$ cat src/sv/assert_macros.svh
// Assertion macros for the RTL file that checks its own logic.
// No dependencies; the guard keeps repeated inclusion harmless.
`ifndef ASSERT_MACROS_SVH
`define ASSERT_MACROS_SVH

// Same-cycle implication, idle during reset
`define ASSERT_IMPLIES(label, clk, rst, ante, cons) \
   label: assert property (@(posedge clk) disable iff (rst) (ante) |-> (cons)) \
      else $error("same-cycle implication failed");

// Next-cycle implication, idle during reset
`define ASSERT_NEXT(label, clk, rst, ante, cons) \
   label: assert property (@(posedge clk) disable iff (rst) (ante) |=> (cons)) \
      else $error("next-cycle implication failed");

`endif

$ cat src/sv/dibrgba_pkg.sv
// Shared types, codes and helper functions for the DIB pixel to RGBA unit.
// No dependencies; the RTL files refer to it by scoped names, the simulation files import it.
package dibrgba_pkg;

   // Geometry and palette sizes
   localparam int DIM_W     = 8;
   localparam int CFG_DIM_W = 9;
   localparam int BPP_W     = 6;
   localparam int PAL_DEPTH = 256;
   localparam int PAL_AW    = $clog2(PAL_DEPTH);
   localparam int COLOR_W   = 24;
   localparam int PIX_W     = 32;
   localparam int CHAN_W    = 8;
   localparam int CSR_IDX_W = 2;

   // Request kinds
   localparam logic REQ_PALETTE = 1'b0;
   localparam logic REQ_PIXEL   = 1'b1;

   // Configuration register indexes
   localparam logic [CSR_IDX_W-1:0] CSR_IMAGE_WIDTH  = 2'd0;
   localparam logic [CSR_IDX_W-1:0] CSR_IMAGE_HEIGHT = 2'd1;
   localparam logic [CSR_IDX_W-1:0] CSR_BPP          = 2'd2;
   localparam logic [CSR_IDX_W-1:0] CSR_MASK_ENABLE  = 2'd3;

   // Source depths
   localparam logic [BPP_W-1:0] BPP_1  = 6'd1;
   localparam logic [BPP_W-1:0] BPP_4  = 6'd4;
   localparam logic [BPP_W-1:0] BPP_8  = 6'd8;
   localparam logic [BPP_W-1:0] BPP_24 = 6'd24;
   localparam logic [BPP_W-1:0] BPP_32 = 6'd32;

   localparam logic [CHAN_W-1:0] ALPHA_OPAQUE = 8'hFF;
   localparam logic [3:0]        NIBBLE_MASK  = 4'hF;

   // How a pixel's color is formed
   typedef enum logic [1:0] {
      MODE_BGRA  = 2'd0,
      MODE_BGR   = 2'd1,
      MODE_INDEX = 2'd2,
      MODE_BLACK = 2'd3
   } mode_type;

   typedef struct packed {
      logic                req_type;
      logic [PAL_AW-1:0]   palette_index;
      logic [COLOR_W-1:0]  palette_color;
      logic [PIX_W-1:0]    pixel_bytes;
      logic [CHAN_W-1:0]   mask_byte;
   } req_type;

   typedef struct packed {
      logic [CHAN_W-1:0]   red;
      logic [CHAN_W-1:0]   green;
      logic [CHAN_W-1:0]   blue;
      logic [CHAN_W-1:0]   alpha;
      logic [DIM_W-1:0]    out_col;
      logic [DIM_W-1:0]    out_row;
      logic                last_pixel;
   } rsp_type;

   typedef struct packed {
      logic [CFG_DIM_W-1:0] image_width;
      logic [CFG_DIM_W-1:0] image_height;
      logic [BPP_W-1:0]     bits_per_pixel;
      logic                 mask_enable;
   } cfg_type;

   // Pipeline handshake controls from the top level
   typedef struct packed {
      logic pix_accept;
      logic pal_write;
      logic s1_move;
   } ctl_type;

   // Decoded pixel held between the scan stage and the output register
   typedef struct packed {
      mode_type            mode;
      logic [PIX_W-1:0]    pixel_bytes;
      logic                masked;
      logic [DIM_W-1:0]    out_col;
      logic [DIM_W-1:0]    out_row;
      logic                last_pixel;
   } stage_type;

   // Last valid coordinate for a configured dimension: zero acts as one,
   // anything past the top saturates.
   function automatic logic [DIM_W-1:0] dim_last(input logic [CFG_DIM_W-1:0] v);
      logic [DIM_W-1:0] res;
      if (v == '0) begin
         res = '0;
      end else if (v[CFG_DIM_W-1]) begin
         res = '1;
      end else begin
         res = v[DIM_W-1:0] - DIM_W'(1);
      end
      return res;
   endfunction

endpackage

$ cat src/sv/dibrgba_scan.sv
// Scan stage: column/row counters, depth decode, palette index selection
// and the first pipeline register. Depends on dibrgba_pkg.
module dibrgba_scan (
   input  logic                             clock,
   input  logic                             reset,
   input  dibrgba_pkg::cfg_type             cfg,
   input  dibrgba_pkg::req_type             req,
   input  dibrgba_pkg::ctl_type             ctl,
   output logic [dibrgba_pkg::PAL_AW-1:0]   pal_rd_addr,
   output dibrgba_pkg::stage_type           s1,
   output logic                             s1_valid
);

   logic [dibrgba_pkg::DIM_W-1:0] col_ff, col_in;
   logic [dibrgba_pkg::DIM_W-1:0] row_ff, row_in;
   logic [dibrgba_pkg::DIM_W-1:0] w_last, h_last;
   logic                          last_col, last_row;
   logic [2:0]                    bit_sel;
   logic [dibrgba_pkg::CHAN_W-1:0] lo;
   dibrgba_pkg::mode_type         mode;
   dibrgba_pkg::stage_type        s1_ff, s1_in;
   logic                          s1_valid_ff, s1_valid_in;

   assign w_last   = dibrgba_pkg::dim_last(cfg.image_width);
   assign h_last   = dibrgba_pkg::dim_last(cfg.image_height);
   assign last_col = (col_ff >= w_last);
   assign last_row = (row_ff >= h_last);
   assign bit_sel  = 3'd7 - col_ff[2:0];
   assign lo       = req.pixel_bytes[dibrgba_pkg::CHAN_W-1:0];

   // Decode depth and pick the palette index
   always_comb begin
      mode        = dibrgba_pkg::MODE_BLACK;
      pal_rd_addr = lo;
      case (cfg.bits_per_pixel) inside
         dibrgba_pkg::BPP_32: mode = dibrgba_pkg::MODE_BGRA;
         dibrgba_pkg::BPP_24: mode = dibrgba_pkg::MODE_BGR;
         dibrgba_pkg::BPP_8: begin
            mode        = dibrgba_pkg::MODE_INDEX;
            pal_rd_addr = lo;
         end
         dibrgba_pkg::BPP_4: begin
            mode        = dibrgba_pkg::MODE_INDEX;
            pal_rd_addr = col_ff[0] ? {4'd0, lo[3:0] & dibrgba_pkg::NIBBLE_MASK}
                                    : {4'd0, lo[7:4]};
         end
         dibrgba_pkg::BPP_1: begin
            mode        = dibrgba_pkg::MODE_INDEX;
            pal_rd_addr = {7'd0, lo[bit_sel]};
         end
         default: mode = dibrgba_pkg::MODE_BLACK;
      endcase
   end

   // Advance counters in stored scan order
   always_comb begin
      col_in = col_ff;
      row_in = row_ff;
      if (ctl.pix_accept) begin
         if (last_col) begin
            col_in = '0;
            row_in = last_row ? '0 : row_ff + dibrgba_pkg::DIM_W'(1);
         end else begin
            col_in = col_ff + dibrgba_pkg::DIM_W'(1);
         end
      end
   end

   // Build the stage word
   always_comb begin
      s1_in             = s1_ff;
      s1_in.mode        = mode;
      s1_in.pixel_bytes = req.pixel_bytes;
      s1_in.masked      = cfg.mask_enable & req.mask_byte[bit_sel];
      s1_in.out_col     = col_ff;
      s1_in.out_row     = h_last - row_ff;
      s1_in.last_pixel  = last_col & last_row;
   end

   // Fill on a pixel, drain when the output register takes it
   always_comb begin
      s1_valid_in = s1_valid_ff;
      if (ctl.pix_accept) begin
         s1_valid_in = 1'b1;
      end else if (ctl.s1_move) begin
         s1_valid_in = 1'b0;
      end
   end

   always_ff @(posedge clock) begin
      if (reset) begin
         col_ff      <= '0;
         row_ff      <= '0;
         s1_valid_ff <= 1'b0;
      end else begin
         col_ff      <= col_in;
         row_ff      <= row_in;
         s1_valid_ff <= s1_valid_in;
      end
   end

   always_ff @(posedge clock) begin
      if (ctl.pix_accept) begin
         s1_ff <= s1_in;
      end
   end

   assign s1       = s1_ff;
   assign s1_valid = s1_valid_ff;

endmodule

$ cat config.mk
export PLATFORM = sky130hd
export DESIGN_NAME = dibrgba_scan
export DESIGN_NICKNAME = d
export VERILOG_FILES = /design/src/sv/assert_macros.svh /design/src/sv/dibrgba_pkg.sv /design/src/sv/dibrgba_scan.sv
export SDC_FILE = /design/constraint.sdc
export NUM_CORES = 1
export LEC_CHECK = 0
export ABC_CLOCK_PERIOD_IN_PS = 6000
export BUFFER_PORTS_ARGS = -buffer_cell sky130_fd_sc_hd__buf_2
export CAP_MARGIN = 10
export CORE_AREA = 2 2 87 89
export CTS_CLUSTER_SIZE = 12
export DETAILED_ROUTE_END_ITERATION = 7
export DIE_AREA = 0 0 89 91
export PLACE_DENSITY = 0.95
export SYNTH_ARGS = -nofsm -noshare
export SYNTH_HDL_FRONTEND = slang
export SYNTH_SLANG_ARGS = --single-unit
$ cat constraint.sdc
create_clock -name clock -period 6 [get_ports clock]
set_input_delay 0.3 -clock clock [delete_from_list [all_inputs] [get_ports clock]]
set_output_delay 0.3 -clock clock [all_outputs]
set_load 0.01 [all_outputs]
### After elaboration in Yosys (flattened, before gate mapping)

Cells that the tools add are included.

| word-level totals | value |
|---|---|
| bits in registers | 69 |
| output and inout bits | 61 |
| word-level logic and storage cells | 53 |

| operators by class | value |
|---|---|
| $add $sub $neg | 6 |
| order comparisons | 3 |
| equality and inequality tests | 5 |
| multiplexer cells | 22 |
| bitwise operators | 2 |
| reductions and logical operators | 5 |

Operators by type and width:

| kind | number |
|---|---|
| $mux 8 | 11 |
| $logic_not 9->1 | 2 |
| $add 8x1->8 const B | 2 |
| $ge 8x8->1 | 2 |
| $sub 8x1->8 const B | 2 |
| $mux 1 | 8 |
| $sub 8x8->8 | 1 |
| $bmux 1 s3 | 2 |
| $eq 6x1->1 const B | 1 |
| $eq 6x3->1 const B | 1 |
| $eq 6x4->1 const B | 1 |
| $eq 6x5->1 const B | 1 |
| $eq 6x6->1 const B | 1 |
| $lt 3x4->1 const B | 1 |
| $mux 4 | 1 |
| $sub 3x3->3 const A | 1 |
| $and 1x1->1 | 2 |
| $reduce_and 2->1 | 1 |
| $reduce_bool 2->1 | 1 |
| $reduce_or 2->1 | 1 |

### Depth between registers and ports, before layout

| logic depth | value |
|---|---|
| word-level depth | 8 |
| gate-level depth with buffers | 13 |
| depth with buffers taken out | 13 |

### Worst setup path before layout

No wires, ideal clock.

| path | value |
|---|---|
| path kind | input-to-reg |
| start | in cfg[16] (netlist name) |
| end | reg row_ff[4] (netlist name) |
| library setup time | 0.080 ns |
| arrival | 2.721 ns |
| data required time | 5.920 ns |
| path slack | 3.200 ns |
| stages on the path | 13 |
| buffers on the path | 1 |
| path through | inv_1 ha_1 nor2b_1 nand2_1 or4_1 o21a_1 ha_1 nand2b_4 a2111oi_4 o31a_1 buf_6 o31ai_2 nor3b_1 |

| between the ends | value |
|---|---|
| cells in the longest elaborated chain, start to end | 5 |
| elaborated cells on any way between the ends | 6 |

Ends and longest elaborated chain:

| what | RTL line | RTL |
|---|---|---|
| from (decl) | dibrgba_scan.sv:6 | `input dibrgba_pkg::cfg_type cfg,` |
| $sub 8x1->8 | dibrgba_pkg.sv:95 | `res = v[DIM_W-1:0] - DIM_W'(1);` |
| $mux 8 | dibrgba_pkg.sv:92 | `end else if (v[CFG_DIM_W-1]) begin` |
| $mux 8 * | dibrgba_pkg.sv:90 | `if (v == '0) begin` |
| $ge 8x8->1 * | dibrgba_scan.sv:26 | `assign last_col = (col_ff >= w_last);` |
| $reduce_and 2->1 (no source line) * | -- |  |
| to (signal assigned) | dibrgba_scan.sv:97 | `row_ff <= row_in;` |
| to (decl) | dibrgba_scan.sv:15 | `logic [dibrgba_pkg::DIM_W-1:0] row_ff, row_in;` |

Every way passes the cells marked *; elsewhere a longest branch is shown, timed or not.
A chain may end at the register's enable or synchronous reset.

==> flow_metrics.py <==
metrics = {
    "hold_path": {
        "holdCritPathClass": "in -> reg",
    },
    "die": {
        "placeableCoreArea_um2": 7140,
        "start_util_pct": 50.4,
        "top_level_ports": 164,
        "die_y_um": 91,
        "die-area_um2": 8100,
        "floorplan.rows": 31,
        "fp.dieW_um": 89,
    },
    "grt": {
        "grt.overflow.total": 0,
        "grt_pass1_vias": 2794,
        "grt_antenna_before_repair": 0,
        "grt_first_pass_wirelength_mm": 12.8,
        "maximum_number_of_pins_on_one_net_before_global_route_repair": 64,
        "globalRouteTotalUtil_pct": 20.2,
    },
    "run": {
        "maxCapViolCount": 0,
    },
    "clocking": {
        "cts_buffer_depth": 2,
        "cts_hold_repair.buffers": 0,
        "clk_pin_slew_ps": 80,
        "cts_tree": "done",
        "root_buffer_cell": "sky130_fd_sc_hd__clkbuf_8",
        "cts_made_buffers": 9,
        "htreeDepth": 3,
        "postCtsResizedCells": 0,
        "clk_latency_ps": 340,
        "cts.sinks": 69,
        "postCtsSetupRepairBufs": 0,
    },
    "detailed_routing": {
        "detail_route.drc_violations": 0,
        "detail_route.iter0.violations": 153,
        "route.met3.wl_um": 591,
        "m1WireLength_mm": 3.18,
        "post_drt_wl_per_cell_um": 14.9,
        "vias": 2933,
        "detailedRoute.firstPassIterationCount": 4,
        "met2WireLength_mm": 4.31,
        "top_layer_used": "met4",
        "route.final.wire_length_mm": 8.21,
        "route.antenna.remaining_nets": 0,
        "routed_via_density": 5.33,
    },
    "layout": {
        "drive_above_1_share_pct": 34.8,
        "diodes": 0,
        "flow.area_growth_from_synthesis_pct": 26.3,
        "finish.utilization_pct": 63.6,
        "finish.net_count": 570,
        "layout.filler_cells": 582,
    },
    "timing": {
        "finalSetupViolCount": 0,
        "relative_max_transition_margin_pct": 48.3,
        "finalCriticalPeriod_ps": 3050,
        "finalHoldViolCount": 0,
        "fin_tns_setup_ps": 0,
        "worst_tran_pin_value_ps": 776,
        "final-max-slew-violation-count": 0,
        "rsz0062_at_grt": "no",
        "fmax_ghz": 0.328,
        "timing.clock.skew_ps": 10.9,
        "final_min_period_over_clock_period_pct": 50.8,
    },
    "synthesis": {
        "synth_seq_cells": 69,
        "yosys-top-cells-count": "sky130_fd_sc_hd__edfxtp_1, sky130_fd_sc_hd__nor2_1, sky130_fd_sc_hd__ha_1, sky130_fd_sc_hd__inv_1",
        "synth_most_common_cell": "sky130_fd_sc_hd__edfxtp_1",
        "post_synth_instance_area_um2": 3600,
        "number_of_cells_produced_by_synthesis": 312,
        "yosysWarningCount": 0,
        "synth_top_flop_cell": "sky130_fd_sc_hd__edfxtp_1",
        "syn-num-nets": 436,
        "synthDominantCellAreaShare_pct": 43.4,
        "yosys.area.top_type": "sky130_fd_sc_hd__edfxtp_1",
        "synth_sequential_area_ratio_pct": 52.9,
        "post_synth.cell_area_avg_um2": 11.5,
        "synth_cell_type_count": 48,
        "postSynth.asyncResetShare_pct": 0,
        "synth_enable_flop_cells": 52,
        "ys_top_cells_by_area": "sky130_fd_sc_hd__edfxtp_1, sky130_fd_sc_hd__dfxtp_1, sky130_fd_sc_hd__ha_1",
    },
    "place": {
        "place_congestion": 0.878,
        "buffer_ports.inserted": 129,
        "placed_wire_length_estimate_mm": 6.33,
    },
    "pwr": {
        "leakage_nw": 1.86,
        "report.power.total_mw": 1.10,
        "ir_drop_mv": 0.141,
        "power_density_nw_per_um2": 243,
    },
    "setup_path": {
        "timing_worst_setup_path_type": "in -> reg",
        "critical_path_required_ps": 6070,
        "worst_ep_arrival_time_ps": 3120,
        "worst-path-max-fanout": 6,
        "cp_cell_sequence": "buf_2, inv_1, ha_1, nand4bb_1, nor3_1, nor2_1, or2_2, ha_1, nor2b_1, o21ai_0, a21oi_1, o41ai_1, xnor2_1",
        "cp_slowest_stage_delay_ps": 590,
        "critical_path.endpoint_type": "flop",
        "crit_slowest_cell": "sky130_fd_sc_hd__nor3_1",
        "cp_common_cell": "sky130_fd_sc_hd__ha_1",
        "worst_setup_path_start_kind": "primary input",
    },
    "run_status": {
        "run_status": "complete, no violations",
    },
}
-- final cells by class --
class / instances / area (um2) / share of cell area [%]
Tap cell: 99 / 124 / 2.73
Multi-Input combinational cell: 217 / 1590 / 34.9
Clock buffer: 9 / 124 / 2.73
Timing Repair Buffer: 130 / 653 / 14.4
Sequential cell: 69 / 1900 / 41.9
Clock inverter: 7 / 81.3 / 1.79
Inverter: 19 / 71.3 / 1.57
-- registers in the layout, summed over array words and instances (netlist names) --
| register | flops |
|---|---|
| row_ff | 8 |
| col_ff | 8 |
| s1 | 52 |
| s1_valid | 1 |
-- power breakdown --
group / leakage (nW) / total [mW] / internal, mW / switching (mW)
registers: 0.651 / 0.556 / 0.545 / 0.0114
clock network: 0.101 / 0.380 / 0.197 / 0.183
logic: 1.11 / 0.165 / 0.0760 / 0.0893
-- routing by layer --
layer | vias to the layer above | global-route usage, %
li1 | 1426 | -
met1 | 1377 | 23.5
met2 | 118 | 35.2
met3 | 12 | 3.55
met4 | 0 | 9.70
met5 | - | 0
-- critical path: cells and delay by family --
family	cells	cell delay, ps
buf+inv	2	160
simple gates	5	1350
fa+ha+maj	2	490
compound gates	3	650
xor+xnor	1	140
-- cell usage in the layout (no fill, tap or decap), drive strengths merged, types with 9 or more instances in the layout --
| master | instances |
|---|---|
| buf | 130 |
| nor2 | 30 |
| ha | 20 |
| nand2 | 17 |
| xor2 | 10 |
| a21oi | 17 |
| clkbuf | 9 |
| nor3 | 10 |
| o21ai | 15 |
| dfxtp | 17 |
| edfxtp | 52 |
| xnor2 | 12 |
| inv | 22 |
-- kinds of logic (layout without fill, tap and decap cells) --
group | after synthesis | after routing | synth area share (%)
compound gates | 63 | 63 | 12.3
xor+xnor | 22 | 22 | 5.36
fa+ha+maj | 21 | 21 | 7.51
buf+inv | 26 | 165 | 3.03
flops | 69 | 69 | 52.9
mux | 8 | 8 | 3.62
simple gates | 103 | 103 | 15.3
-- path summary, 6_finish.rpt --
check                         startpoint                     end  slack [ps]  depth (start not counted)
setup / recovery                  cfg[7]         s1[8]$_DFFE_PP_        2950                         13
hold / removal                   req[28]        s1[38]$_DFFE_PP_         130                          1
setup reg to reg  col_ff[0]$_SDFFE_PP0P_  row_ff[4]$_SDFFE_PP0P_        3500                          7
hold reg to reg   row_ff[5]$_SDFFE_PP0P_  row_ff[5]$_SDFFE_PP0P_         500                          2
-- per-stage QoR --
step / hold WS (ps) / setup WS (ps) / cell area [um2] / cells
2_1_floorplan: 369 / 3200 / 3600 / 312
3_3_place_gp: 470 / 2780 / 4340 / 534
3_5_place_dp: 477 / 2650 / 4340 / 534
4_1_cts: 112 / 2990 / 4540 / 550
5_1_grt: 112 / 2640 / 4540 / 550
6_report: 132 / 2950 / 4540 / 550
Note: power is estimated with default switching activity, not from simulation.
