[src/sv/assert_macros.svh]
// Assertion macros for the RTL file that checks its own logic.
// No dependencies; the guard keeps repeated inclusion harmless.
`ifndef ASSERT_MACROS_SVH
`define ASSERT_MACROS_SVH

// Same-cycle implication, idle during reset
`define ASSERT_IMPLIES(label, clk, rst, ante, cons) \
   label: assert property (@(posedge clk) disable iff (rst) (ante) |-> (cons)) \
      else $error("same-cycle implication failed");

// Next-cycle implication, idle during reset
`define ASSERT_NEXT(label, clk, rst, ante, cons) \
   label: assert property (@(posedge clk) disable iff (rst) (ante) |=> (cons)) \
      else $error("next-cycle implication failed");

`endif

[src/sv/dibrgba_pkg.sv]
// Shared types, codes and helper functions for the DIB pixel to RGBA unit.
// No dependencies; the RTL files refer to it by scoped names, the simulation files import it.
package dibrgba_pkg;

   // Geometry and palette sizes
   localparam int DIM_W     = 8;
   localparam int CFG_DIM_W = 9;
   localparam int BPP_W     = 6;
   localparam int PAL_DEPTH = 256;
   localparam int PAL_AW    = $clog2(PAL_DEPTH);
   localparam int COLOR_W   = 24;
   localparam int PIX_W     = 32;
   localparam int CHAN_W    = 8;
   localparam int CSR_IDX_W = 2;

   // Request kinds
   localparam logic REQ_PALETTE = 1'b0;
   localparam logic REQ_PIXEL   = 1'b1;

   // Configuration register indexes
   localparam logic [CSR_IDX_W-1:0] CSR_IMAGE_WIDTH  = 2'd0;
   localparam logic [CSR_IDX_W-1:0] CSR_IMAGE_HEIGHT = 2'd1;
   localparam logic [CSR_IDX_W-1:0] CSR_BPP          = 2'd2;
   localparam logic [CSR_IDX_W-1:0] CSR_MASK_ENABLE  = 2'd3;

   // Source depths
   localparam logic [BPP_W-1:0] BPP_1  = 6'd1;
   localparam logic [BPP_W-1:0] BPP_4  = 6'd4;
   localparam logic [BPP_W-1:0] BPP_8  = 6'd8;
   localparam logic [BPP_W-1:0] BPP_24 = 6'd24;
   localparam logic [BPP_W-1:0] BPP_32 = 6'd32;

   localparam logic [CHAN_W-1:0] ALPHA_OPAQUE = 8'hFF;
   localparam logic [3:0]        NIBBLE_MASK  = 4'hF;

   // How a pixel's color is formed
   typedef enum logic [1:0] {
      MODE_BGRA  = 2'd0,
      MODE_BGR   = 2'd1,
      MODE_INDEX = 2'd2,
      MODE_BLACK = 2'd3
   } mode_type;

   typedef struct packed {
      logic                req_type;
      logic [PAL_AW-1:0]   palette_index;
      logic [COLOR_W-1:0]  palette_color;
      logic [PIX_W-1:0]    pixel_bytes;
      logic [CHAN_W-1:0]   mask_byte;
   } req_type;

   typedef struct packed {
      logic [CHAN_W-1:0]   red;
      logic [CHAN_W-1:0]   green;
      logic [CHAN_W-1:0]   blue;
      logic [CHAN_W-1:0]   alpha;
      logic [DIM_W-1:0]    out_col;
      logic [DIM_W-1:0]    out_row;
      logic                last_pixel;
   } rsp_type;

   typedef struct packed {
      logic [CFG_DIM_W-1:0] image_width;
      logic [CFG_DIM_W-1:0] image_height;
      logic [BPP_W-1:0]     bits_per_pixel;
      logic                 mask_enable;
   } cfg_type;

   // Pipeline handshake controls from the top level
   typedef struct packed {
      logic pix_accept;
      logic pal_write;
      logic s1_move;
   } ctl_type;

   // Decoded pixel held between the scan stage and the output register
   typedef struct packed {
      mode_type            mode;
      logic [PIX_W-1:0]    pixel_bytes;
      logic                masked;
      logic [DIM_W-1:0]    out_col;
      logic [DIM_W-1:0]    out_row;
      logic                last_pixel;
   } stage_type;

   // Last valid coordinate for a configured dimension: zero acts as one,
   // anything past the top saturates.
   function automatic logic [DIM_W-1:0] dim_last(input logic [CFG_DIM_W-1:0] v);
      logic [DIM_W-1:0] res;
      if (v == '0) begin
         res = '0;
      end else if (v[CFG_DIM_W-1]) begin
         res = '1;
      end else begin
         res = v[DIM_W-1:0] - DIM_W'(1);
      end
      return res;
   endfunction

endpackage

[src/sv/dibrgba_format.sv]
// Output stage: forms R, G, B, A from the decoded word and palette color,
// applies the mask and holds the result word. Depends on dibrgba_pkg.
module dibrgba_format (
   input  logic                               clock,
   input  logic                               reset,
   input  dibrgba_pkg::stage_type             s1,
   input  logic                               s1_valid,
   input  logic [dibrgba_pkg::COLOR_W-1:0]    pal_color,
   output logic                               out_ready,
   output logic                               rsp_valid,
   input  logic                               rsp_stall,
   output dibrgba_pkg::rsp_type               rsp_payload
);

   dibrgba_pkg::rsp_type rsp_ff, rsp_in;
   logic                 rsp_valid_ff, rsp_valid_in;

   assign out_ready = !rsp_valid_ff || !rsp_stall;

   // Unpack color by mode
   always_comb begin
      rsp_in       = rsp_ff;
      rsp_in.alpha = dibrgba_pkg::ALPHA_OPAQUE;
      case (s1.mode)
         dibrgba_pkg::MODE_BGRA: begin
            rsp_in.blue  = s1.pixel_bytes[7:0];
            rsp_in.green = s1.pixel_bytes[15:8];
            rsp_in.red   = s1.pixel_bytes[23:16];
            rsp_in.alpha = s1.pixel_bytes[31:24];
         end
         dibrgba_pkg::MODE_BGR: begin
            rsp_in.blue  = s1.pixel_bytes[7:0];
            rsp_in.green = s1.pixel_bytes[15:8];
            rsp_in.red   = s1.pixel_bytes[23:16];
         end
         dibrgba_pkg::MODE_INDEX: begin
            rsp_in.blue  = pal_color[7:0];
            rsp_in.green = pal_color[15:8];
            rsp_in.red   = pal_color[23:16];
         end
         default: begin
            rsp_in.blue  = '0;
            rsp_in.green = '0;
            rsp_in.red   = '0;
         end
      endcase
      // Drop alpha for a masked pixel
      if (s1.masked) begin
         rsp_in.alpha = '0;
      end
      rsp_in.out_col    = s1.out_col;
      rsp_in.out_row    = s1.out_row;
      rsp_in.last_pixel = s1.last_pixel;
   end

   // Load when free, clear when taken
   always_comb begin
      rsp_valid_in = rsp_valid_ff;
      if (out_ready) begin
         rsp_valid_in = s1_valid;
      end
   end

   always_ff @(posedge clock) begin
      if (reset) begin
         rsp_valid_ff <= 1'b0;
      end else begin
         rsp_valid_ff <= rsp_valid_in;
      end
   end

   always_ff @(posedge clock) begin
      if (out_ready && s1_valid) begin
         rsp_ff <= rsp_in;
      end
   end

   assign rsp_valid   = rsp_valid_ff;
   assign rsp_payload = rsp_ff;

endmodule

[config.mk]
export PLATFORM = sky130hd
export DESIGN_NAME = dibrgba_format
export DESIGN_NICKNAME = d
export VERILOG_FILES = /design/src/sv/assert_macros.svh /design/src/sv/dibrgba_pkg.sv /design/src/sv/dibrgba_format.sv
export SDC_FILE = /design/constraint.sdc
export NUM_CORES = 1
export LEC_CHECK = 0
export BUFFER_PORTS_ARGS = -buffer_cell sky130_fd_sc_hd__buf_2
export CAP_MARGIN = 40
export CORE_MARGIN = 2
export CORE_UTILIZATION = 35
export CTS_CLUSTER_DIAMETER = 30
export DETAILED_ROUTE_END_ITERATION = 10
export PLACE_DENSITY = 0.76
export SYNTH_ARGS = -nofsm -noshare
export SYNTH_HDL_FRONTEND = slang
export SYNTH_SLANG_ARGS = --single-unit
[constraint.sdc]
create_clock -name clock -period 3.5 [get_ports clock]
set_clock_uncertainty 0.1 [all_clocks]
set_input_delay 0.525 -clock clock [delete_from_list [all_inputs] [get_ports clock]]
set_output_delay 0.525 -clock clock [all_outputs]
set_load 0.05 [all_outputs]
-- Word-level counts from Yosys, hierarchy flattened
Index checks and enable logic that the tools add are counted.
- register bits: 50
- input port bits: 80
- output and inout bits: 51
- equal/unequal tests: 2
- muxes and demuxes: 2
- reductions and logical operators: 6
- operators by type and width (cell ; number):
    $pmux 24 s2 ; 1
    $mux 8 ; 1
    $eq 2x1->1 const B ; 1
    $eq 2x2->1 const B ; 1
    $logic_not 1->1 ; 2
    $logic_not 2->1 ; 1
    $reduce_or 2->1 ; 1
    $logic_and 1x1->1 ; 1
    $logic_or 1x1->1 ; 1

-- Logic depth before layout (Yosys ltp)
Gate-level depths: netlist of run 1.
- depth after elaboration: 3
- gate-level depth with buffers: 5

-- Least setup slack after synthesis of run 1
No wires, ideal clock.
- path type: reg2reg
- from: reg rsp_valid_ff, in the netlist rsp_valid
- to: reg rsp_ff, in the netlist rsp_payload[0], enable pin
- library setup time: 411 ps
- data arrival time: 2176 ps
- required time: 2989 ps
- setup slack: 813 ps
- cell stages (with the launch flop): 3
- path buffers: 0
- clock period less this slack: 2687 ps
- cell sequence: dfxtp_1 > nand2_1 > and2_1
- word-level cells in the longest chain between the ends: 3
- ends and longest elaborated chain (item ; RTL line ; source):
    start, declared ; dibrgba_format.sv:16 ; logic rsp_valid_ff, rsp_valid_in;
    start signal, assigned ; dibrgba_format.sv:68 ; rsp_valid_ff <= rsp_valid_in;
    $logic_not 1->1 ; dibrgba_format.sv:18 ; assign out_ready = !rsp_valid_ff || !rsp_stall;
    $logic_or 1x1->1 ; dibrgba_format.sv:18 ;
    net out_ready ; dibrgba_format.sv:9 ; output logic out_ready,
    $logic_and 1x1->1 ; dibrgba_format.sv:73 ; if (out_ready && s1_valid) begin
    end signal, assigned ; dibrgba_format.sv:74 ; rsp_ff <= rsp_in;
    end, declared ; dibrgba_format.sv:15 ; dibrgba_pkg::rsp_type rsp_ff, rsp_in;
The timed path passes the listed nets, and every way through them passes these cells.
A chain may end at the register's enable or synchronous reset.

-- Worst setup path after layout of run 1
- from: in rsp_stall
- to: out out_ready
- word-level cells in the longest chain between the ends: 2
- ends and longest elaborated chain (item ; RTL line ; source):
    start, declared ; dibrgba_format.sv:11 ; input logic rsp_stall,
    $logic_not 1->1 ; dibrgba_format.sv:18 ;
    $logic_or 1x1->1 ; dibrgba_format.sv:18 ;
    end, declared ; dibrgba_format.sv:9 ;
No other way between the ends.

==> results.md, run 1 <==
- PnR worst setup slack: 1.93 ns
- Largest family of logic cells by synthesized area: compound AO/OA/AOI/OAI gates
- Status: finished clean
- Crit-path cells: buf_2 -> nand2_1 -> buf_2
- GRT overflow: 0
- Synth Area in Compound Gates: 11.6%
- Share of cells above drive strength 1: 61.5%
- CTS root buf: clkbuf_8
- Worst hold path class: input port to flop
- Register bit total from synthesis: 50
- Pwr Total: 0.00130 W
- CTS Buf Count: 5
- DIE AREA: 6010 sq um
- Layout area overhead: 40.5%
- Final Hold Fails: 0
- Hold Path Depth: 2
- Worst-margin pin slew: 0.770 ns
- Drt first-iter violations: 65
- Sequential-to-total area share from yosys stat: 78.9%
- CTS tree: done
- Initial Util: 36.6%
- I/O Pins: 131
- Post-CTS Hold Buffers: 0
- Synth Cell Area: 1890 sq um
- CP bufs+invs: 2
- Wire length on met3: 394 um
- Post-route ant nets: 0
- CP max-delay cell: buf_2
- Die Span X: 77.5 um
- Post-synthesis adder-cell area fraction: 0%
- Final Slew Violations: 0
- CORE AREA: 5170 sq um
- Rel. slew slack: 48.6%
- Yosys warnings: 0
- Number of diodes: 0
- Post-route DRC: 0
- Setup-failing EPs final: 0
- Crit path max-delay family: buffers and inverters
- Fill cells: 452
- Commonest non-fill, non-tap cell in the layout: buf_2
- Hold WS: 0.280 ns
- First-pass DRT Iterations: 4
- WP data arrival: 0.95 ns
- RSZ-0062 raised after global routing: no
- Leak Pwr: 1.18 nW
- Clock Latency Late Sink: 0.29 ns
- Largest fanout on the critical path: 2
- Number of max-cap violations: 0
- Uppermost routed layer: met4
- Largest net degree at the start of global routing: 35
- Vias in the first global route: 1,307
- WP data required: 2.87 ns
- Worst vdd ir: 0.000156 V
- Clock Path Buffers: 2
- Met2 wire len: 2140 um
- Worst Setup End Kind: output pin
- Vias: 1,380
- CP Launch Type: input port
- CTS H-tree lvls: 2
- Met1 WL: 1660 um
- Num rows: 26
- CP Class: input port to output pin
- Syn nets: 184
- Netlist cell types: 15
- CP max stage delay: 0.26 ns
- Number of I/O port buffers: 130
- Post CTS Setup Buffer Count: 0
- Mux cell area share after synthesis: 0%
- Synth Instances: 104
- R2r setup slk: 2.05 ns
- Count of clock tree sinks: 50
- Peak Freq: 0.635 GHz
- Wire per inst: 14.1 um
- Gp weighted congestion: 0.735
- Crit-path most repeated cell: buf_2
- GRT Total Usage: 14.2%
- Post-Syn Area per Cell: 18.2 sq um
- Placed Instance Area: 2570 sq um
- Total wire length: 4290 um
- Period Utilization, post-route: 45.0%
- CTS resizes: 0
- Final TNS setup: 0 ns
- Simple-gate share of the synthesized area: 5.16%
- Critical path depth in cells: 3
- Nets@finish: 314
- Most frequent cells in the layout: buf_2, edfxtp_1, a22o_1
- Period minus WS final: 1.57 ns
- First-pass GRT wire length: 6380 um
- Design Area, Final: 2660 sq um
- Clock-pin slew on the worst setup and hold paths: 0.08 ns
- Post-Synth XOR/XNOR Area: 0%
- Pre-CTS WS: 1.69 ns
- Worst reg2reg path depth: 3
- Initial antenna violation count: 0
- Detailed placement HPWL: 3460 um
- P per Cell Area: 488 nW/um^2
- Vias per inst: 4.54
- Die H: 77.5 um
-- state kept, by name, indices dropped and copies added (netlist names) --
name	cells
rsp_valid	1
rsp_payload	49
-- final cells by class --
cell class | count | area, sq um | share of cell area (%)
inverters | 1 | 3.75 | 0.141
clock buffers | 5 | 68.8 | 2.59
multi-input cells | 45 | 319 | 12.0
clock inverters | 2 | 15.0 | 0.565
well taps | 70 | 87.6 | 3.30
flip-flops and latches | 50 | 1490 | 56.1
repair buffers | 131 | 671 | 25.2
-- kinds of logic (layout without fill, tap and decap cells) --
logic type,after synthesis,after routing
DFF,50,50
and+or+nand+nor,20,20
AOI/OAI and AO/OA,25,25
buffers and inverters,9,139
-- Yosys cell counts (all sizes together) --
cell,count,area [sq um]
edfxtp,49,1470
a22o,24,215
buf,8,77.6
and2,1,6.26
nor3,8,40.0
inv,1,3.75
dfxtp,1,20.0
nor2b,1,13.8
nand2,1,3.75
nor2,9,33.8
a21oi,1,5.00
-- worst paths after layout --
| check | startpoint | endpoint |
|---|---|---|
| worst max-delay path | rsp_stall | out_ready |
| worst min-delay path | reset | rsp_valid |
| worst max register to register | rsp_valid | rsp_payload[44] |
| worst min register to register | rsp_valid | rsp_valid |
-- report_power, final --
part | internal, W | total [W] | switching [W]
registers | 0.000705 | 0.000714 | 0.00000909
logic | 0.0000791 | 0.000277 | 0.000198
clock network | 0.000136 | 0.000305 | 0.000169
-- per-layer routing --
layer  track usage [%]  vias up
met5                 0        -
met4              6.25        0
met3              3.84       10
met2              24.8       89
met1              16.4      612
li1                  -      669
-- metrics by stage --
step                util, %  cells
global route           51.4    304
floorplan                 -    104
CTS                    51.4    304
global placement       49.3    296
detailed placement     49.7    297
finish                 51.4    304
Power figures use the tool's default switching activity.
==> inputs of run 2 (changes only) <==
==> constraint.sdc (replaced) <==
create_clock -name clock -period 1.6 [get_ports clock]
set_clock_uncertainty 0.1 [all_clocks]
set_input_delay 0.24 -clock clock [delete_from_list [all_inputs] [get_ports clock]]
set_output_delay 0.24 -clock clock [all_outputs]
set_load 0.05 [all_outputs]
==> run 2 against run 1 <==
Against the previous run:
- critical path depth fell by 1
- core utilization rose by 1.1 points
- clock power rose by 120%
- non-clock buffer count rose by 5
- register-to-register slack got worse by 1.7 ns
- design area rose by 2.2%
==> results.md, run 2 (synthesized netlist as in run 1, its figures left out) <==
- Status: finished clean
- RR Endpoint: rsp_payload[33]
- Worst vdd ir: 0.000372 V
- Fill cells: 452
- WP data arrival: 0.95 ns
- Worst-margin pin slew: 0.563 ns
- Num rows: 26
- CP max-delay cell: dfxtp_2
- First-pass DRT Iterations: 3
- Sequential power share: 54.7%
- DIE AREA: 6010 sq um
- Crit-path cells: nand2_4 -> buf_2
- Hold Crit Endpoint: rsp_payload[8]
- Total wire length: 4280 um
- Count of clock tree sinks: 50
- Final Slew Violations: 0
- CP Launch Type: flop
- Sw frac: 29.1%
- First-pass GRT wire length: 6350 um
- GRT overflow: 0
- Number of flip-flops in the largest register: 49
- P_sw: 0.000830 W
- Peak Freq: 0.776 GHz
- Worst Setup End Kind: output pin
- Clock-pin slew on the worst setup and hold paths: 0.08 ns
- Clock Path Buffers: 2
- Vias in the first global route: 1,314
- Gp weighted congestion: 0.753
- Period minus WS final: 1.29 ns
- CTS Buf Count: 5
- Vias: 1,370
- Period Utilization, post-route: 80.5%
- Rel. slew slack: 62.4%
- Clock Latency Late Sink: 0.29 ns
- CTS root buf: clkbuf_8
- Setup-failing EPs final: 0
- Hold wc startpoint: s1[8]
- Largest net degree at the start of global routing: 50
- Leak Pwr: 1.21 nW
- Die Span X: 77.5 um
- Worst hold path class: input port to flop
- CTS H-tree lvls: 2
- CP max stage delay: 0.35 ns
- R2r setup slk: 0.38 ns
- Internal power: 0.00202 W
- Post-route DRC: 0
- Largest fanout on the critical path: 3
- Clock power share: 23.6%
- Number of I/O port buffers: 130
- Number of max-cap violations: 0
- Share of cells above drive strength 1: 61.5%
- Commonest non-fill, non-tap cell in the layout: buf_2
- Hold Path Depth: 1
- Layout area overhead: 43.5%
- WP data required: 1.26 ns
- Final Hold Fails: 0
- Die H: 77.5 um
- CTS tree: done
- Worst reg2reg path depth: 3
- Nets@finish: 319
- CP Class: flop to output pin
- Pwr Total: 0.00285 W
- Most frequent cells in the layout: buf_2, edfxtp_1, a22o_1
- I/O Pins: 131
- Initial Util: 36.6%
- Drt first-iter violations: 95
- P per Cell Area: 1050 nW/um^2
- Initial antenna violation count: 0
- RSZ-0062 raised after global routing: no
- Wire per inst: 13.8 um
- CORE AREA: 5170 sq um
- Post-route ant nets: 0
- Number of diodes: 0
- Vias per inst: 4.43
- Final TNS setup: 0 ns
- Comb power frac: 21.7%
- Reg-to-reg startpoint: rsp_valid
- GRT Total Usage: 14.1%
-- run 2: cell type report --
cell class / instances / area [sq um] / area share (%)
clock buffer: 5 / 68.8 / 2.54
tap: 70 / 87.6 / 3.23
inverter: 1 / 3.75 / 0.138
timing repair buffer: 136 / 718 / 26.5
sequential: 50 / 1490 / 55.0
clock inverter: 2 / 15.0 / 0.553
multi-input combinational: 45 / 328 / 12.1
-- run 2: worst max-delay path: cells and delay by family (launching register included) --
kind          cells  cell delay, ns
buf+inv           1            0.25
simple gates      1            0.06
flops             1            0.35
-- run 2: stage by stage --
| step | hold WS [ns] | util, % | cell area, sq um | setup WS (ns) | std cells |
|---|---|---|---|---|---|
| 6_report | 0.0200 | 52.5 | 2710 | 0.311 | 309 |
| 4_1_cts | 0.00803 | 51.9 | 2680 | 0.298 | 306 |
| 3_3_place_gp | 0.293 | 50.1 | 2590 | 0.185 | 298 |
| 5_1_grt | 0.00203 | 52.5 | 2710 | 0.256 | 309 |
| 2_1_floorplan | 0.205 | - | 1900 | 0.0454 | 104 |
| 3_5_place_dp | 0.297 | 50.1 | 2590 | 0.142 | 298 |
-- run 2: how the worst max path moves through the flow --
stage	slack (ns)	to	depth (start not counted)	from
finish	0.31	out_ready	2	rsp_valid
global route	0.26	out_ready	2	rsp_valid
CTS	0.30	out_ready	2	rsp_valid
detailed placement	0.14	rsp_payload[47]	3	s1[51]
global placement	0.18	rsp_payload[46]	3	s1[51]
floorplan	0.05	rsp_payload[0]	2	rsp_valid
-- run 2: metal layers --
layer  track usage (%)  share of wire (%)  up-vias
li1                  -                  -      681
met1              16.0                 40      607
met2              24.9                 51       80
met3              5.35                8.8        2
met4              3.75               0.44        0
met5                 0                  0        -
-- run 2: what timing repair did --
item	4_1_cts	5_1_grt
hold buffers	1	3
endpoints found under the hold margin	1	3
setup buffers	0	0
gates resized for setup	0	0
-- run 2: power groups by stage --
stage                     clock network, W  registers (W)  logic [W]
after global placement                   0        0.00159   0.000608
after detailed placement                 0        0.00159   0.000616
final                             0.000674        0.00156   0.000618
after global routing              0.000771        0.00157   0.000652
after CTS                         0.000703        0.00156   0.000619
after floorplan                          0        0.00190   0.000122
==> inputs of run 3 (changes only) <==
--- a/config.mk
+++ b/config.mk
@@ -5,13 +5,14 @@
 export SDC_FILE = /design/constraint.sdc
 export NUM_CORES = 1
 export LEC_CHECK = 0
+export ABC_AREA = 1
 export BUFFER_PORTS_ARGS = -buffer_cell sky130_fd_sc_hd__buf_2
 export CAP_MARGIN = 40
 export CORE_MARGIN = 2
 export CORE_UTILIZATION = 35
 export CTS_CLUSTER_DIAMETER = 30
 export DETAILED_ROUTE_END_ITERATION = 10
-export PLACE_DENSITY = 0.76
+export PLACE_DENSITY = 0.75
 export SYNTH_ARGS = -nofsm -noshare
 export SYNTH_HDL_FRONTEND = slang
 export SYNTH_SLANG_ARGS = --single-unit
==> constraint.sdc (replaced) <==
create_clock -name clock -period 1.2 [get_ports clock]
set_clock_uncertainty 0.1 [all_clocks]
set_input_delay 0.18 -clock clock [delete_from_list [all_inputs] [get_ports clock]]
set_output_delay 0.18 -clock clock [all_outputs]
set_load 0.05 [all_outputs]
==> run 3 against run 2 <==
Against the previous run:
- the flow now finishes with violations (setup timing)
- highest routed layer unchanged
- worst hold slack better by 0.025 ns
- via count is 16% higher
- cell count is 22% higher
- area after synthesis is 1.2% higher
- register-to-register slack got worse by 0.39 ns
- critical endpoint is now rsp_payload[0]
- critical path depth stayed put
- sequential share of layout area down 5.8 points
- wire length is 6.9% higher
- global-route usage rose by 0.94 points
- clock power is 37% higher
- non-clock buffer count up 17
==> results.md, run 3 <==
- Status: finished with violations
- Failing checks: setup timing
- Most frequent cells in the layout: buf_2, nand2_1, edfxtp_1
- Largest family of logic cells by synthesized area: simple AND/OR/NAND/NOR gates
- GRT Total Usage: 15.0%
- I/O Pins: 131
- Number of max-cap violations: 0
- Largest fanout on the critical path: 33
- Number of diodes: 0
- Post-route DRC: 0
- CP Class: flop to flop
- Post-synth EDFFs: 49
- Sequential-to-total area share from yosys stat: 78.0%
- Detailed placement HPWL: 3180 um
- Gp weighted congestion: 0.676
- Initial antenna violation count: 0
- Share of the synthesized area in the top cell type: 76.9%
- Period minus WS final: 1.21 ns
- DIE AREA: 6070 sq um
- Post-route ant nets: 0
- Top post-synthesis cells by area: edfxtp_1, nand2_1, a21oi_1
- Worst Setup End Kind: flop
- Commonest cells post-synth: nand2_1, edfxtp_1, a21oi_1
- Count of clock tree sinks: 50
- WP data arrival: 1.10 ns
- Worst-margin pin slew: 0.318 ns
- Post-Synth XOR/XNOR Area: 0%
- Largest net degree at the start of global routing: 34
- Nets@finish: 385
- Number of I/O port buffers: 130
- Worst vdd ir: 0.000530 V
- Post-Syn Area per Cell: 12.8 sq um
- Final Slew Violations: 0
- Post CTS Setup Buffer Count: 0
- GRT overflow: 0
- Pwr Total: 0.00392 W
- Vias: 1,596
- Peak Freq: 0.829 GHz
- Register bit total from synthesis: 50
- Final Hold Fails: 0
- Syn nets: 230
- Netlist cell types: 11
- Simple-gate share of the synthesized area: 15.6%
- Multi-input logic area: 359 sq um
- CORE AREA: 5200 sq um
- P per Cell Area: 1290 nW/um^2
- Die Span X: 77.9 um
- Vias per inst: 4.24
- CTS Buf Count: 5
- Num rows: 26
- Synth Cell Area: 1910 sq um
- CP Launch Type: flop
- Setup-failing EPs final: 31
- Rel. slew slack: 78.8%
- Total wire length: 4570 um
- Wire per inst: 12.2 um
- CTS root buf: clkbuf_8
- Leak Pwr: 1.47 nW
- CTS H-tree lvls: 2
- CTS tree: done
- Clock Latency Late Sink: 0.29 ns
- Hold WS: 0.0447 ns
- Synth Area in Compound Gates: 2.62%
- Commonest non-fill, non-tap cell in the layout: buf_2
- Clock-pin slew on the worst setup and hold paths: 0.09 ns
- Drt first-iter violations: 86
- Predominant post-synthesis flop cell: edfxtp_1
- Number of flip-flops in the largest register: 49
- Asr flop ratio synth: 0%
- Initial Util: 36.8%
- WP data required: 1.09 ns
- First-pass GRT wire length: 7110 um
- Synth Instances: 150
- Share of cells above drive strength 1: 47.7%
- Die H: 77.9 um
- Layout area overhead: 58.8%
- Yosys warnings: 0
- Vias in the first global route: 1,584
- Worst hold path class: input port to flop
- Register area: 1500 sq um
- Mux cell area share after synthesis: 0%
- Post-synthesis adder-cell area fraction: 0%
- Core Util, Final: 58.4%
- Fill cells: 448
- Period Utilization, post-route: 101%
- Clock Path Buffers: 2
- Largest area contributor in the netlist: edfxtp_1
- First-pass DRT Iterations: 4
- PnR worst setup slack: -0.00669 ns
- RSZ-0062 raised after global routing: yes
- Top-count cell post-synth: nand2_1
-- run 3: cell types whose count changed after synthesis, moves of 4 or more --
cell     previous run  this run
nand2_1             1        73
a22o_1             20         0
nor2_1              9         1
inv_1               1         9
a21oi_1             1        10
nor3_1              8         0
a22o_2              4         0
-- run 3: where the power goes --
part | total, W | switching [W] | internal, W
Clock | 0.000921 | 0.000522 | 0.000400
Combinational | 0.000906 | 0.000607 | 0.000299
Sequential | 0.00209 | 0.0000339 | 0.00206
Total | 0.00392 | 0.00116 | 0.00275
-- run 3: cell type report --
| type | count | area share [%] |
|---|---|---|
| Clock buffer | 5 | 2.27 |
| Clock inverter | 3 | 0.535 |
| Inverter | 10 | 1.24 |
| Multi-Input combinational cell | 85 | 11.8 |
| Sequential cell | 50 | 49.2 |
| Tap cell | 70 | 2.88 |
| Timing Repair Buffer | 153 | 32.0 |
-- run 3: logic make-up after synthesis --
family | count (synthesis)
AO/OA/AOI/OAI | 10
buffers and inverters | 15
flip-flops | 50
AND/OR/NAND/NOR | 75
-- run 3: path summary, 6_finish.rpt --
kind / cells past startpoint / endpoint / slack (ns) / startpoint
hold / removal: 3 / rsp_payload[40] / 0.04 / pal_color[15]
setup reg to reg: 2 / rsp_payload[0] / -0.007 / rsp_valid
setup / recovery: 2 / rsp_payload[0] / -0.007 / rsp_valid
hold reg to reg: 2 / rsp_valid / 0.46 / rsp_valid
-- run 3: what timing repair did --
item / 4_1_cts / 5_1_grt
setup endpoints to repair: 36 / 54
endpoints found under the hold margin: 18 / 0
pin swaps: 0 / 0
gates cloned: 0 / 0
resized for setup: 3 / 41
hold buffers: 18 / 0
-- run 3: per-layer routing --
layer | up-vias | GRT usage [%] | share of wire, %
met5 | - | 0 | 0
met4 | 0 | 3.68 | 0.55
met3 | 2 | 4.88 | 8.6
met2 | 82 | 28.4 | 54
met1 | 708 | 16.1 | 37
li1 | 804 | - | -
-- run 3: worst max-delay path, stage by stage (launching register included) --
cell and delay, ns:
dfxtp_4 0.36, a21oi_4 0.21, buf_12 0.23
-- run 3: metrics by stage --
stage | cell area [sq um] | setup TNS (ns) | cells | worst slack (ns)
after global routing | 3040 | -1.33 | 376 | -0.0420
after detailed placement | 2690 | -0.0000497 | 350 | -0.0000259
final | 3040 | -0.0932 | 376 | -0.00669
after global placement | 2690 | 0 | 350 | 0.0137
after CTS | 2970 | -0.425 | 376 | -0.0157
after floorplan | 1930 | -28.42 | 150 | -0.580
